<file path="config.mk">
export PLATFORM = sky130hd
export DESIGN_NAME = packet_buffer_first_fit_allocator
export DESIGN_NICKNAME = d
export VERILOG_FILES = /design/src/hw/rtl/pbfa_pkg.sv /design/src/hw/rtl/pbfa_ctl.sv /design/src/hw/rtl/pbfa_dp.sv /design/src/hw/rtl/packet_buffer_first_fit_allocator.sv
export SDC_FILE = /design/constraint.sdc
export NUM_CORES = 2
export LEC_CHECK = 0
export BUFFER_PORTS_ARGS = -buffer_cell sky130_fd_sc_hd__buf_2
export CAP_MARGIN = 20
export CORE_ASPECT_RATIO = 0.5
export CORE_UTILIZATION = 56
export DETAILED_ROUTE_END_ITERATION = 10
export PLACE_DENSITY = 0.84
export SLEW_MARGIN = 40
export SYNTH_ARGS = -nofsm -noshare
export SYNTH_HDL_FRONTEND = slang
export SYNTH_HIERARCHICAL = 1
export SYNTH_SLANG_ARGS = --single-unit
</file>
<file path="constraint.sdc">
create_clock -name i_clk -period 10.7 [get_ports i_clk]
set_input_delay 2.14 -clock i_clk [delete_from_list [all_inputs] [get_ports i_clk]]
set_output_delay 2.14 -clock i_clk [all_outputs]
set_load 0.03 [all_outputs]
</file>
<file path="src/hw/rtl/pbfa_pkg.sv">
// shared types and codes for the packet buffer first-fit allocator
// no dependencies
package pbfa_pkg;

    typedef enum logic [1:0] {
        REQ_ALLOC    = 2'd0,
        REQ_FREE     = 2'd1,
        REQ_REALLOC  = 2'd2,
        REQ_CONTAINS = 2'd3
    } t_req_kind;

    typedef enum logic [2:0] {
        ST_OK         = 3'd0,
        ST_BAD_SIZE   = 3'd1,
        ST_NO_SPACE   = 3'd2,
        ST_NOT_FOUND  = 3'd3,
        ST_TABLE_FULL = 3'd4
    } t_status;

    typedef enum logic [1:0] {
        WSEL_VIEW = 2'd0,
        WSEL_NEW  = 2'd1,
        WSEL_PAY  = 2'd2
    } t_wsel;

    typedef enum logic [1:0] {
        ROFF_HDR = 2'd0,
        ROFF_NEW = 2'd1,
        ROFF_TGT = 2'd2
    } t_roff_sel;

    typedef struct packed {
        logic [1:0]  req_type;
        logic [15:0] req_size;
        logic [11:0] target_offset;
    } t_req_item;

    typedef struct packed {
        logic [2:0]  status;
        logic [11:0] result_offset;
        logic        copy_needed;
        logic [11:0] copy_source;
        logic        in_buffer;
    } t_res_item;

    // controller to datapath
    typedef struct packed {
        logic      load_req;
        logic      prev_load;
        logic      ra_load;
        logic      head_set;
        logic      head_clr;
        logic      mem_wr;
        t_wsel     wsel;
        logic      cnt_inc;
        logic      cnt_dec;
        logic      st_ld;
        t_status   st_code;
        logic      roff_ld;
        t_roff_sel roff_sel;
        logic      copy_set;
        logic      out_load;
    } t_cmd;

    // datapath to controller
    typedef struct packed {
        logic [1:0] req_type;
        logic       bad;
        logic       tgt_zero;
        logic       head_empty;
        logic       loc_match;
        logic       gap_fit;
        logic       end_fit;
        logic       ra_inplace;
    } t_stat;

endpackage

</file>
<file path="src/hw/rtl/pbfa_ctl.sv">
// sequencer for the allocator: table walks, shifts and result hand-off
// depends on pbfa_pkg
module pbfa_ctl #(
    parameter int MAX_CHUNKS = 32,
    localparam int CW = $clog2(MAX_CHUNKS + 1),
    localparam int IW = $clog2(MAX_CHUNKS)
) (
    input  logic             i_clk,
    input  logic             i_rst_n,
    input  logic             i_in_valid,
    output logic             o_in_ready,
    output logic             o_out_valid,
    input  logic             i_out_ready,
    input  pbfa_pkg::t_stat  i_st,
    input  logic [CW-1:0]    i_count,
    output pbfa_pkg::t_cmd   o_cmd,
    output logic [CW-1:0]    o_idx,
    output logic [IW-1:0]    o_rd_addr,
    output logic [IW-1:0]    o_wr_addr
);

    typedef enum logic [8:0] {
        S_IDLE     = 9'b000000001,
        S_DISP     = 9'b000000010,
        S_LOC      = 9'b000000100,
        S_FIT      = 9'b000001000,
        S_FIT_END  = 9'b000010000,
        S_SHIFT_UP = 9'b000100000,
        S_INSERT   = 9'b001000000,
        S_DROP     = 9'b010000000,
        S_DONE     = 9'b100000000
    } t_state;

    t_state        r_state, n_state;
    logic [CW-1:0] r_i, n_i;
    logic [CW-1:0] r_hit, n_hit;
    logic [CW-1:0] r_gap, n_gap;
    logic          r_second, n_second;
    logic          r_out_valid, n_out_valid;
    logic          r_ra_chk, n_ra_chk;

    always_ff @(posedge i_clk) begin
        if (!i_rst_n) begin
            r_state     <= S_IDLE;
            r_i         <= '0;
            r_hit       <= '0;
            r_gap       <= '0;
            r_second    <= 1'b0;
            r_out_valid <= 1'b0;
            r_ra_chk    <= 1'b0;
        end else begin
            r_state     <= n_state;
            r_i         <= n_i;
            r_hit       <= n_hit;
            r_gap       <= n_gap;
            r_second    <= n_second;
            r_out_valid <= n_out_valid;
            r_ra_chk    <= n_ra_chk;
        end
    end

    always_comb begin
        logic          found;
        logic [CW-1:0] g;
        logic          post_alloc;
        found       = 1'b0;
        g           = '0;
        post_alloc  = 1'b0;
        n_state     = r_state;
        n_i         = r_i;
        n_hit       = r_hit;
        n_gap       = r_gap;
        n_second    = r_second;
        n_ra_chk    = 1'b0;
        n_out_valid = r_out_valid && !i_out_ready;
        o_cmd       = '0;
        o_wr_addr   = '0;

        if (r_ra_chk) begin
            // realloc: hit entry captured, r_i points at the following entry
            if (i_st.ra_inplace) begin
                if (r_hit == '0) begin
                    o_cmd.head_set = 1'b1;
                end else begin
                    o_cmd.mem_wr = 1'b1;
                    o_cmd.wsel   = pbfa_pkg::WSEL_PAY;
                    o_wr_addr    = r_hit[IW-1:0];
                end
                o_cmd.roff_ld  = 1'b1;
                o_cmd.roff_sel = pbfa_pkg::ROFF_TGT;
                n_state        = S_DONE;
            end else begin
                n_i     = '0;
                n_state = S_FIT;
            end
        end else begin
            unique case (r_state)
                S_IDLE: begin
                    if (i_in_valid) begin
                        o_cmd.load_req = 1'b1;
                        n_state        = S_DISP;
                    end
                end
                S_DISP: begin
                    n_i      = '0;
                    n_second = 1'b0;
                    unique case (i_st.req_type)
                        pbfa_pkg::REQ_ALLOC: begin
                            if (i_st.bad) begin
                                o_cmd.st_ld   = 1'b1;
                                o_cmd.st_code = pbfa_pkg::ST_BAD_SIZE;
                                n_state       = S_DONE;
                            end else begin
                                n_state = S_FIT;
                            end
                        end
                        pbfa_pkg::REQ_FREE: begin
                            n_state = S_LOC;
                        end
                        pbfa_pkg::REQ_REALLOC: begin
                            if (i_st.bad) begin
                                o_cmd.st_ld   = 1'b1;
                                o_cmd.st_code = pbfa_pkg::ST_BAD_SIZE;
                                n_state       = S_DONE;
                            end else if (i_st.tgt_zero) begin
                                n_state = S_FIT;
                            end else begin
                                n_state = S_LOC;
                            end
                        end
                        default: begin
                            n_state = S_DONE;
                        end
                    endcase
                end
                S_LOC: begin
                    if (i_st.loc_match) begin
                        n_hit = r_i;
                        if (i_st.req_type == pbfa_pkg::REQ_REALLOC && !r_second) begin
                            o_cmd.ra_load = 1'b1;
                            n_i           = r_i + CW'(1);
                            n_ra_chk      = 1'b1;
                        end else if (r_i == '0) begin
                            o_cmd.head_clr = 1'b1;
                            n_state        = S_DONE;
                        end else begin
                            n_i     = r_i + CW'(1);
                            n_state = S_DROP;
                        end
                    end else if (r_i + CW'(1) >= i_count) begin
                        o_cmd.st_ld   = 1'b1;
                        o_cmd.st_code = pbfa_pkg::ST_NOT_FOUND;
                        n_state       = S_DONE;
                    end else begin
                        n_i = r_i + CW'(1);
                    end
                end
                S_FIT: begin
                    if (i_st.gap_fit) begin
                        found = 1'b1;
                        g     = r_i - CW'(1);
                    end else begin
                        o_cmd.prev_load = 1'b1;
                        if (r_i + CW'(1) >= i_count) begin
                            n_state = S_FIT_END;
                        end else begin
                            n_i = r_i + CW'(1);
                        end
                    end
                end
                S_FIT_END: begin
                    if (i_st.end_fit) begin
                        found = 1'b1;
                        g     = r_i;
                    end else begin
                        o_cmd.st_ld   = 1'b1;
                        o_cmd.st_code = pbfa_pkg::ST_NO_SPACE;
                        n_state       = S_DONE;
                    end
                end
                S_SHIFT_UP: begin
                    if (r_i > r_gap) begin
                        o_cmd.mem_wr = 1'b1;
                        o_cmd.wsel   = pbfa_pkg::WSEL_VIEW;
                        o_wr_addr    = IW'(r_i + CW'(1));
                    end
                    if (r_i > r_gap + CW'(1)) begin
                        n_i = r_i - CW'(1);
                    end else begin
                        n_state = S_INSERT;
                    end
                end
                S_INSERT: begin
                    o_cmd.mem_wr  = 1'b1;
                    o_cmd.wsel    = pbfa_pkg::WSEL_NEW;
                    o_wr_addr     = IW'(r_gap + CW'(1));
                    o_cmd.cnt_inc = 1'b1;
                    post_alloc    = 1'b1;
                end
                S_DROP: begin
                    if (r_i < i_count) begin
                        o_cmd.mem_wr = 1'b1;
                        o_cmd.wsel   = pbfa_pkg::WSEL_VIEW;
                        o_wr_addr    = IW'(r_i - CW'(1));
                        n_i          = r_i + CW'(1);
                    end else begin
                        o_cmd.cnt_dec = 1'b1;
                        n_state       = S_DONE;
                    end
                end
                S_DONE: begin
                    if (!r_out_valid || i_out_ready) begin
                        o_cmd.out_load = 1'b1;
                        n_out_valid    = 1'b1;
                        n_state        = S_IDLE;
                    end
                end
                default: begin
                    n_state = S_IDLE;
                end
            endcase
        end

        if (found) begin
            if (g == '0 && i_st.head_empty) begin
                o_cmd.head_set = 1'b1;
                o_cmd.roff_ld  = 1'b1;
                o_cmd.roff_sel = pbfa_pkg::ROFF_HDR;
                post_alloc     = 1'b1;
            end else if (i_count == CW'(MAX_CHUNKS)) begin
                o_cmd.st_ld   = 1'b1;
                o_cmd.st_code = pbfa_pkg::ST_TABLE_FULL;
                n_state       = S_DONE;
            end else begin
                n_gap          = g;
                o_cmd.roff_ld  = 1'b1;
                o_cmd.roff_sel = pbfa_pkg::ROFF_NEW;
                n_i            = i_count - CW'(1);
                n_state        = S_SHIFT_UP;
            end
        end

        if (post_alloc) begin
            if (i_st.req_type == pbfa_pkg::REQ_REALLOC && !i_st.tgt_zero) begin
                o_cmd.copy_set = 1'b1;
                n_second       = 1'b1;
                n_i            = '0;
                n_state        = S_LOC;
            end else begin
                n_state = S_DONE;
            end
        end
    end

    assign o_in_ready  = (r_state == S_IDLE);
    assign o_out_valid = r_out_valid;
    assign o_idx       = r_i;
    assign o_rd_addr   = n_i[IW-1:0];

endmodule

</file>
<file path="src/hw/rtl/pbfa_dp.sv">
// datapath: chunk table memory, head entry, fit arithmetic, result registers
// depends on pbfa_pkg
module pbfa_dp #(
    parameter int BUF_BYTES  = 4096,
    parameter int HDR_BYTES  = 6,
    parameter int MAX_CHUNKS = 32,
    localparam int CW = $clog2(MAX_CHUNKS + 1),
    localparam int IW = $clog2(MAX_CHUNKS)
) (
    input  logic                 i_clk,
    input  logic                 i_rst_n,
    input  pbfa_pkg::t_req_item  i_in,
    input  pbfa_pkg::t_cmd       i_cmd,
    input  logic [CW-1:0]        i_idx,
    input  logic [IW-1:0]        i_rd_addr,
    input  logic [IW-1:0]        i_wr_addr,
    output pbfa_pkg::t_stat      o_st,
    output logic [CW-1:0]        o_count,
    output pbfa_pkg::t_res_item  o_out
);

    localparam int SW = $clog2(BUF_BYTES);
    localparam int PW = $clog2(BUF_BYTES + 1);
    localparam int EW = PW + 1;
    localparam int XW = (EW > 12) ? EW : 12;

    logic [SW+PW-1:0] mem [MAX_CHUNKS];

    pbfa_pkg::t_req_item r_req;
    logic [PW-1:0]       r_head;
    logic [CW-1:0]       r_count;
    logic [SW+PW-1:0]    r_rd;
    logic [EW-1:0]       r_prev_end;
    logic [SW-1:0]       r_ra_st;
    logic [PW-1:0]       r_ra_pay;
    pbfa_pkg::t_status   r_status;
    logic [11:0]         r_roff;
    logic                r_copy;
    pbfa_pkg::t_res_item r_out;

    logic [SW-1:0]    v_start;
    logic [PW-1:0]    v_pay;
    logic [EW-1:0]    v_end;
    logic [PW-1:0]    size_w;
    logic [EW-1:0]    need;
    logic [EW-1:0]    ra_limit;
    logic [SW+PW-1:0] wr_data;
    logic [11:0]      roff_val;
    logic             inbuf;

    function automatic logic fits(input logic [EW-1:0] e, input logic [EW-1:0] lim,
                                  input logic [EW-1:0] nd);
        return (lim >= e) && ((lim - e) >= nd);
    endfunction

    // entry 0 is the head: start fixed at 0, payload held in r_head
    assign v_start = (i_idx == '0) ? '0 : r_rd[SW+PW-1:PW];
    assign v_pay   = (i_idx == '0) ? r_head : r_rd[PW-1:0];
    assign v_end   = (i_idx == '0 && r_head == '0) ? '0
                   : EW'(v_start) + EW'(HDR_BYTES) + EW'(v_pay);
    assign size_w   = PW'(r_req.req_size);
    assign need     = EW'(HDR_BYTES) + EW'(size_w);
    assign ra_limit = (i_idx < r_count) ? EW'(v_start) : EW'(BUF_BYTES);
    assign inbuf    = (r_req.target_offset != '0)
                   && (XW'(r_req.target_offset) <= XW'(BUF_BYTES - 1));

    always_comb begin
        o_st            = '0;
        o_st.req_type   = r_req.req_type;
        o_st.bad        = (r_req.req_size == '0)
                       || ({1'b0, r_req.req_size} > 17'(BUF_BYTES));
        o_st.tgt_zero   = (r_req.target_offset == '0);
        o_st.head_empty = (r_head == '0);
        o_st.loc_match  = (i_idx != '0 || r_head != '0)
                       && (XW'(v_start) + XW'(HDR_BYTES) == XW'(r_req.target_offset));
        o_st.gap_fit    = (i_idx != '0) && fits(r_prev_end, EW'(v_start), need);
        o_st.end_fit    = fits(r_prev_end, EW'(BUF_BYTES), need);
        o_st.ra_inplace = (r_ra_pay >= size_w) || fits(EW'(r_ra_st), ra_limit, need);
    end

    always_comb begin
        case (i_cmd.wsel)
            pbfa_pkg::WSEL_NEW: wr_data = {SW'(r_prev_end), size_w};
            pbfa_pkg::WSEL_PAY: wr_data = {r_ra_st, size_w};
            default:            wr_data = {v_start, v_pay};
        endcase
        case (i_cmd.roff_sel)
            pbfa_pkg::ROFF_HDR: roff_val = 12'(HDR_BYTES);
            pbfa_pkg::ROFF_NEW: roff_val = 12'(r_prev_end + EW'(HDR_BYTES));
            default:            roff_val = r_req.target_offset;
        endcase
    end

    always_ff @(posedge i_clk) begin
        if (i_cmd.mem_wr) begin
            mem[i_wr_addr] <= wr_data;
        end
        r_rd <= mem[i_rd_addr];
    end

    always_ff @(posedge i_clk) begin
        if (!i_rst_n) begin
            r_head  <= '0;
            r_count <= CW'(1);
        end else begin
            if (i_cmd.head_set) begin
                r_head <= size_w;
            end else if (i_cmd.head_clr) begin
                r_head <= '0;
            end
            if (i_cmd.cnt_inc) begin
                r_count <= r_count + CW'(1);
            end else if (i_cmd.cnt_dec) begin
                r_count <= r_count - CW'(1);
            end
        end
    end

    always_ff @(posedge i_clk) begin
        if (i_cmd.load_req) begin
            r_req    <= i_in;
            r_status <= pbfa_pkg::ST_OK;
            r_roff   <= '0;
            r_copy   <= 1'b0;
        end
        if (i_cmd.prev_load) begin
            r_prev_end <= v_end;
        end
        if (i_cmd.ra_load) begin
            r_ra_st  <= v_start;
            r_ra_pay <= v_pay;
        end
        if (i_cmd.st_ld) begin
            r_status <= i_cmd.st_code;
        end
        if (i_cmd.roff_ld) begin
            r_roff <= roff_val;
        end
        if (i_cmd.copy_set) begin
            r_copy <= 1'b1;
        end
        if (i_cmd.out_load) begin
            r_out.status        <= r_status;
            r_out.result_offset <= (r_status == pbfa_pkg::ST_OK) ? r_roff : '0;
            r_out.copy_needed   <= r_copy;
            r_out.copy_source   <= r_copy ? r_req.target_offset : '0;
            r_out.in_buffer     <= (r_req.req_type == pbfa_pkg::REQ_CONTAINS) ? inbuf : 1'b0;
        end
    end

    assign o_count = r_count;
    assign o_out   = r_out;

endmodule

</file>
<file path="src/hw/rtl/packet_buffer_first_fit_allocator.sv">
// top level of the packet buffer first-fit allocator
// depends on pbfa_pkg, pbfa_ctl and pbfa_dp
//
//  channel  | direction | handshake                 | payload
//  ---------+-----------+---------------------------+---------------------
//  request  | in        | i_in_valid / o_in_ready   | i_in  (t_req_item)
//  result   | out       | o_out_valid / i_out_ready | o_out (t_res_item)
//
// one request at a time; the chunk table is walked one entry per cycle
// through a memory with one write port and one registered read port
// alloc, free and realloc walk the table; a contains query does not walk it
// reset empties the table (head entry cleared, count set to 1)
// a pending result in the output register does not block a new request;
// the next result waits in its final step until the output slot frees up
module packet_buffer_first_fit_allocator #(
    parameter int BUF_BYTES  = 4096,
    parameter int HDR_BYTES  = 6,
    parameter int MAX_CHUNKS = 32
) (
    input  logic                i_clk,
    input  logic                i_rst_n,
    input  logic                i_in_valid,
    output logic                o_in_ready,
    input  pbfa_pkg::t_req_item i_in,
    output logic                o_out_valid,
    input  logic                i_out_ready,
    output pbfa_pkg::t_res_item o_out
);

    localparam int CW = $clog2(MAX_CHUNKS + 1);
    localparam int IW = $clog2(MAX_CHUNKS);

    // command and status between sequencer and datapath
    pbfa_pkg::t_cmd  cmd;
    pbfa_pkg::t_stat st;
    logic [CW-1:0]   idx;
    logic [CW-1:0]   count;
    logic [IW-1:0]   rd_addr;
    logic [IW-1:0]   wr_addr;

    // sequencer: walks, shifts and transaction hand-off
    pbfa_ctl #(
        .MAX_CHUNKS (MAX_CHUNKS)
    ) u_ctl (
        .i_clk       (i_clk),
        .i_rst_n     (i_rst_n),
        .i_in_valid  (i_in_valid),
        .o_in_ready  (o_in_ready),
        .o_out_valid (o_out_valid),
        .i_out_ready (i_out_ready),
        .i_st        (st),
        .i_count     (count),
        .o_cmd       (cmd),
        .o_idx       (idx),
        .o_rd_addr   (rd_addr),
        .o_wr_addr   (wr_addr)
    );

    // datapath: table memory, fit checks, result register
    pbfa_dp #(
        .BUF_BYTES  (BUF_BYTES),
        .HDR_BYTES  (HDR_BYTES),
        .MAX_CHUNKS (MAX_CHUNKS)
    ) u_dp (
        .i_clk     (i_clk),
        .i_rst_n   (i_rst_n),
        .i_in      (i_in),
        .i_cmd     (cmd),
        .i_idx     (idx),
        .i_rd_addr (rd_addr),
        .i_wr_addr (wr_addr),
        .o_st      (st),
        .o_count   (count),
        .o_out     (o_out)
    );

endmodule

</file>
=== After elaboration in Yosys (flattened, before gate mapping) ===
Memory sizes are Yosys's and may differ from the RTL's. A register that Yosys moved wholly into a read port is not among the register bits.
Index checks and enable logic that the tools add are counted.

* Memory bits (writable): 800
* Output and inout bits: 31
* Register bits: 163
* ROM bits: 0
* Word-level logic and storage cells: 230
* Input bits: 34
* Memories: 1
* Bits in latches: 0

{| class="wikitable"
|+ Memories
! name !! words !! width !! read ports !! clocked after memory_dff !! wr ports !! RTL line !! RTL
|-
| u_dp.mem || 32 || 25 || 1 || 1 || 1 || pbfa_dp.sv:27 || <nowiki>logic [SW+PW-1:0] mem [MAX_CHUNKS];</nowiki>
|}

* Equal/unequal tests: 17
* Bitwise logic cells: 4
* Multipliers: 0
* Magnitude comparators: 12
* Shifts and indexed selects: 0
* Muxes and demuxes: 123
* Add/sub/neg operators: 12
* Reduce and logical (&&, ||, !) cells: 38
* Div/mod/pow operators: 0

{| class="wikitable"
|+ Operators by type and width
! cell !! count
|-
| 9-bit 2-to-1 mux || 20
|-
| 6-bit 2-to-1 mux || 20
|-
| 9-bit one-hot mux with 9 select lines || 1
|-
| 13-bit 2-to-1 mux || 4
|-
| 25-bit one-hot mux with 2 select lines || 1
|-
| 14-bit >= comparator || 3
|-
| 1-bit 2-to-1 mux || 40
|-
| 12-bit 2-to-1 mux || 3
|-
| 3-bit 2-to-1 mux || 12
|-
| 4-bit 2-to-1 mux || 8
|-
| 6-bit one-hot mux with 5 select lines || 1
|-
| 9-bit one-hot mux with 3 select lines || 1
|-
| 5-bit 2-to-1 mux || 5
|-
| 12-bit one-hot mux with 2 select lines || 1
|-
| 6-bit by 1-bit adder with 6-bit output (second input constant) || 3
|-
| 6-bit logical NOT || 3
|-
| 16-bit by 13-bit > comparator with 1-bit output (second input constant) || 1
|-
| 16-bit logical NOT || 1
|-
| 5-bit one-hot mux with 3 select lines || 1
|-
| 14-bit by 13-bit adder with 14-bit output || 1
|-
| 3-bit by 13-bit adder with 14-bit output (first input constant) || 1
|-
| 14-bit by 12-bit equality test with 1-bit output || 1
|-
| 12-bit by 14-bit >= comparator with 1-bit output || 1
|-
| 13-bit by 14-bit >= comparator with 1-bit output (first input constant) || 1
|-
| 42 further kinds || 72
|}

=== Longest topological paths before layout ===
* Depth in word-level cells: 16
* Gate-level depth with buffers: 33
* Gate-level depth less buffers: 29

=== Modules after synthesis ===
Netlist, hierarchy kept.

{| class="wikitable"
|+ Modules (own cells, without submodules)
! module !! cells an instance !! times used !! seq. area each (um2) !! area each (um2)
|-
| pbfa_dp || 2230 || 1 || 28317.2 || 40641.5
|-
| pbfa_ctl || 484 || 1 || 600.6 || 3604.7
|}

=== Worst setup path after synthesis ===
OpenSTA, ideal clock, no wires.

* Path kind: register -> register
* Start: register u_ctl.r_i[5], in the netlist u_ctl/o_idx[5]
* End: register u_dp.r_rd[0] (read register of u_dp.mem)
* Setup time: 121 ps
* Buffers on the path: 4
* Arrival: 7401 ps
* Path slack: 3178 ps
* Period minus slack after synthesis: 7522 ps
* Cell stages (with the launch flop): 30
* Data required time: 10579 ps
* Path through: dfxtp_1 nor4_1 nand2_1 clkbuf_1 nand2_1 inv_1 fa_1 a21o_1 a211oi_1 o21ai_0 a31o_2 a21oi_1 xnor2_1 ha_1 nand4_1 a211o_1 a211oi_1 nor3b_1 nand4_1 o22a_1 o21a_2 a21oi_4 nor3_1 a211oi_1 buf_4 clkbuf_1 buf_2 mux4_2 mux4_2 mux2_2

{| class="wikitable"
|+ RTL lines
! what !! RTL line !! RTL
|-
| start, declared || pbfa_ctl.sv:35 || <nowiki>logic [CW-1:0] r_i, n_i;</nowiki>
|-
| start signal, assigned || pbfa_ctl.sv:53 || <nowiki>r_i <= n_i;</nowiki>
|-
| end, declared || pbfa_dp.sv:32 || <nowiki>logic [SW+PW-1:0] r_rd;</nowiki>
|}

==> flow_summary.toml <==
[status]
status = "completed"

[synthesis]
ys_seq_area_frac = 0.654
syn-cell-area_um2 = 44200
synth_edf_count = 913
avgSynthCellArea_um2 = 16.3
async_flop_share = 0
synth_top_area_cell = "edfxtp_1"
synth_flop_cell = "edfxtp_1"
synth_top_area_frac = 0.620
synthCells = 2714
synthTopCellsByArea = "edfxtp_1 62%, mux4_2 13%, ha_1 3.9%"
synth_nets = 2890
ys_types = 95
yosysWarnings = 6
synth_seq_cells = 988

[worst_setup_path]
worst_ep_arrival_time_ns = 10.12
worstSetupStartpointType = "register"
path_delay_family = "compound AO/OA/AOI/OAI gates"
crit_type = "register to register"
cp.buffers_inverters = 5
critical_path.slowest_cell = "mux4_2"
r2r-start = "u_ctl/o_idx[5]"
worst_path_most_repeated_cell = "buf_4"
slowest_delay_ns = 0.64
crit_path_max_fanout = 31
cp.required_ns = 11.24
cp-end-kind = "register"
crit_start = "u_ctl/o_idx[5]"

[cts]
cts_root_buf = "clkbuf_16"
cts_tree = "yes"
clockBufferDepth = 3
cts_buffers = 86
cts_resized = 0
cts_htree_levels = 3
clock_latency_ns = 0.67
postCtsHoldBufs = 0
cts_setup_buffers = 0
numClockSinks = 988
clkTransAtPathRegs_ns = 0.07

[floorplanning]
rows = 72
fp.dieW_um = 400
die_h_um = 201
dieArea_um2 = 80200
initial_core_util = 0.569
coreArea_um2 = 77700
ios = 65

[grt]
track_usage = 0.335
grt_max_degree = 68
antenna_found_initial = 0
grt_pass1_vias = 27800
overflow = 0
grt_first_pass_wirelength_um = 193000

[timing]
hold_violations = 0
tightestPinTransition_ns = 0.974
timing.final.crit_share = 0.895
tns_ns = 0
rsz0062_at_grt = "no"
slew_headroom = 0.346
finalMaxSlewViolations = 0
holdWs_ns = 0.479
setup_viol = 0
period_needed_ns = 9.58
fmax_ghz = 0.104
worst_clock_skew_ns = 0.0464

[routing]
dr.pass1.iters = 9
antenna_left = 0
wl_per_cell_um = 34.1
drt-initial-drc-count = 4750
wl_um = 134000
viasPerCell = 7.14
drc = 0
vias = 27900

[hold_path]
hold_class = "register to register"
hp-start = "u_dp/r_status[1]"

[placed_design]
place_congestion = 0.974
portBuffers = 64
dp_cells = 3754
dp_hpwl_um = 74800

[power]
vdd_drop_max_uv = 155
finalPower_mw = 7.45
p_leak_nw = 16.2
power.density_nw_per_um2 = 152

[finish]
num-nets-final = 2984
drive_above_1_share = 0.226
area_delta_synth_final_pct = 11.1
fin_cells = 3915

[job]
maxCapViolations = 0
-- area by class of cell --
class,instances,area (µm²)
fill,4939,28600
inverter,99,372
antenna,1,2.50
sequential,988,28900
timing repair buffer,136,1050
clock inverter,43,372
clock buffer,115,2340
tap,1036,1300
multi-input combinational,1497,14800
-- power breakdown --
part / total (mW) / switching [mW] / internal, mW
combinational: 0.131 / 0.0833 / 0.0481
sequential: 4.21 / 0.0355 / 4.18
clock: 3.11 / 1.48 / 1.63
-- synth_stat cells (7+ instances only) --
cell and instances:
edfxtp_1 913, mux4_2 250, nor2_1 182, ha_1 138, nand2_1 108, a21oi_1 100
inv_1 94, clkbuf_1 80, dfxtp_1 75, xnor2_1 72, o21ai_0 68, nor3_1 44
and2_1 37, nor2b_1 34, nand3_1 31, a21o_1 26, buf_2 26, mux2_2 26
a211oi_1 24, nand4_1 22, nor3b_1 21, nand2b_1 20, o21a_1 19, xor2_1 19
nor4_1 18, a221oi_1 15, mux2i_1 15, a22o_1 14, buf_4 14, a22oi_1 13
nand3b_1 13, a31oi_1 12, and4_1 10, o22ai_1 10, and3_1 9, o211ai_1 8
or4_1 7
-- kinds of logic after synthesis --
kind of cell / count (synthesis) / share of synthesized area
AOI/OAI and AO/OA: 375 / 0.0572
muxes: 291 / 0.137
buffers and inverters: 229 / 0.0221
xor gates and xnor gates: 91 / 0.0180
DFF: 988 / 0.654
adders and majority gates: 142 / 0.0408
and+or+nand+nor: 598 / 0.0710
-- per-stage QoR --
stage,cell area (µm²),setup slack (ns),util
after floorplan,44200,3.18,-
after global placement,46300,1.22,0.595
after detailed placement,46400,1.32,0.597
after CTS,49100,1.22,0.632
after global routing,49200,0.761,0.633
final,49200,1.12,0.633
-- layout by cell type (no fill, tap or decap), types with 56 or more instances in the layout --
| cell type | netlist | final |
|---|---|---|
| a21oi_1 | 100 | 87 |
| buf_2 | 26 | 64 |
| buf_4 | 14 | 56 |
| clkbuf_16 | 0 | 87 |
| dfxtp_1 | 75 | 74 |
| edfxtp_1 | 913 | 913 |
| ha_1 | 138 | 138 |
| inv_1 | 94 | 94 |
| mux4_2 | 250 | 250 |
| nand2_1 | 108 | 107 |
| nor2_1 | 182 | 143 |
| o21ai_0 | 68 | 65 |
| xnor2_1 | 72 | 72 |
-- layer usage --
layer | vias up | routed length [µm] | track usage
li1 | 11000 | - | -
met1 | 13700 | 44800 | 0.439
met2 | 2672 | 59900 | 0.510
met3 | 594 | 20900 | 0.105
met4 | 0 | 8010 | 0.163
met5 | - | 0 | 0.00119
-- registers in the layout, indices dropped and copies added (netlist names), 6 cells and up --
| register | cells |
|---|---|
| u_dp/mem | 800 |
| u_dp/o_out | 29 |
| u_dp/r_req | 28 |
| u_dp/r_rd | 25 |
| u_dp/r_prev_end | 14 |
| u_dp/r_head | 13 |
| u_dp/r_ra_pay | 13 |
| u_dp/r_ra_st | 12 |
| u_dp/r_roff | 12 |
| u_ctl/r_state | 9 |
| u_ctl/o_idx | 6 |
| u_ctl/r_gap | 6 |
| u_ctl/r_hit | 6 |
| u_dp/o_count | 6 |
-- path summary, 6_finish.rpt --
kind	end	slack, ns	cells after the start
setup / recovery	u_dp/r_rd[10]	1.12	30
hold / removal	u_dp/o_out[27]	0.48	0
setup reg to reg	u_dp/r_rd[10]	1.12	30
hold reg to reg	u_dp/o_out[27]	0.48	0
No activity file was read; power rests on OpenSTA's default activity.
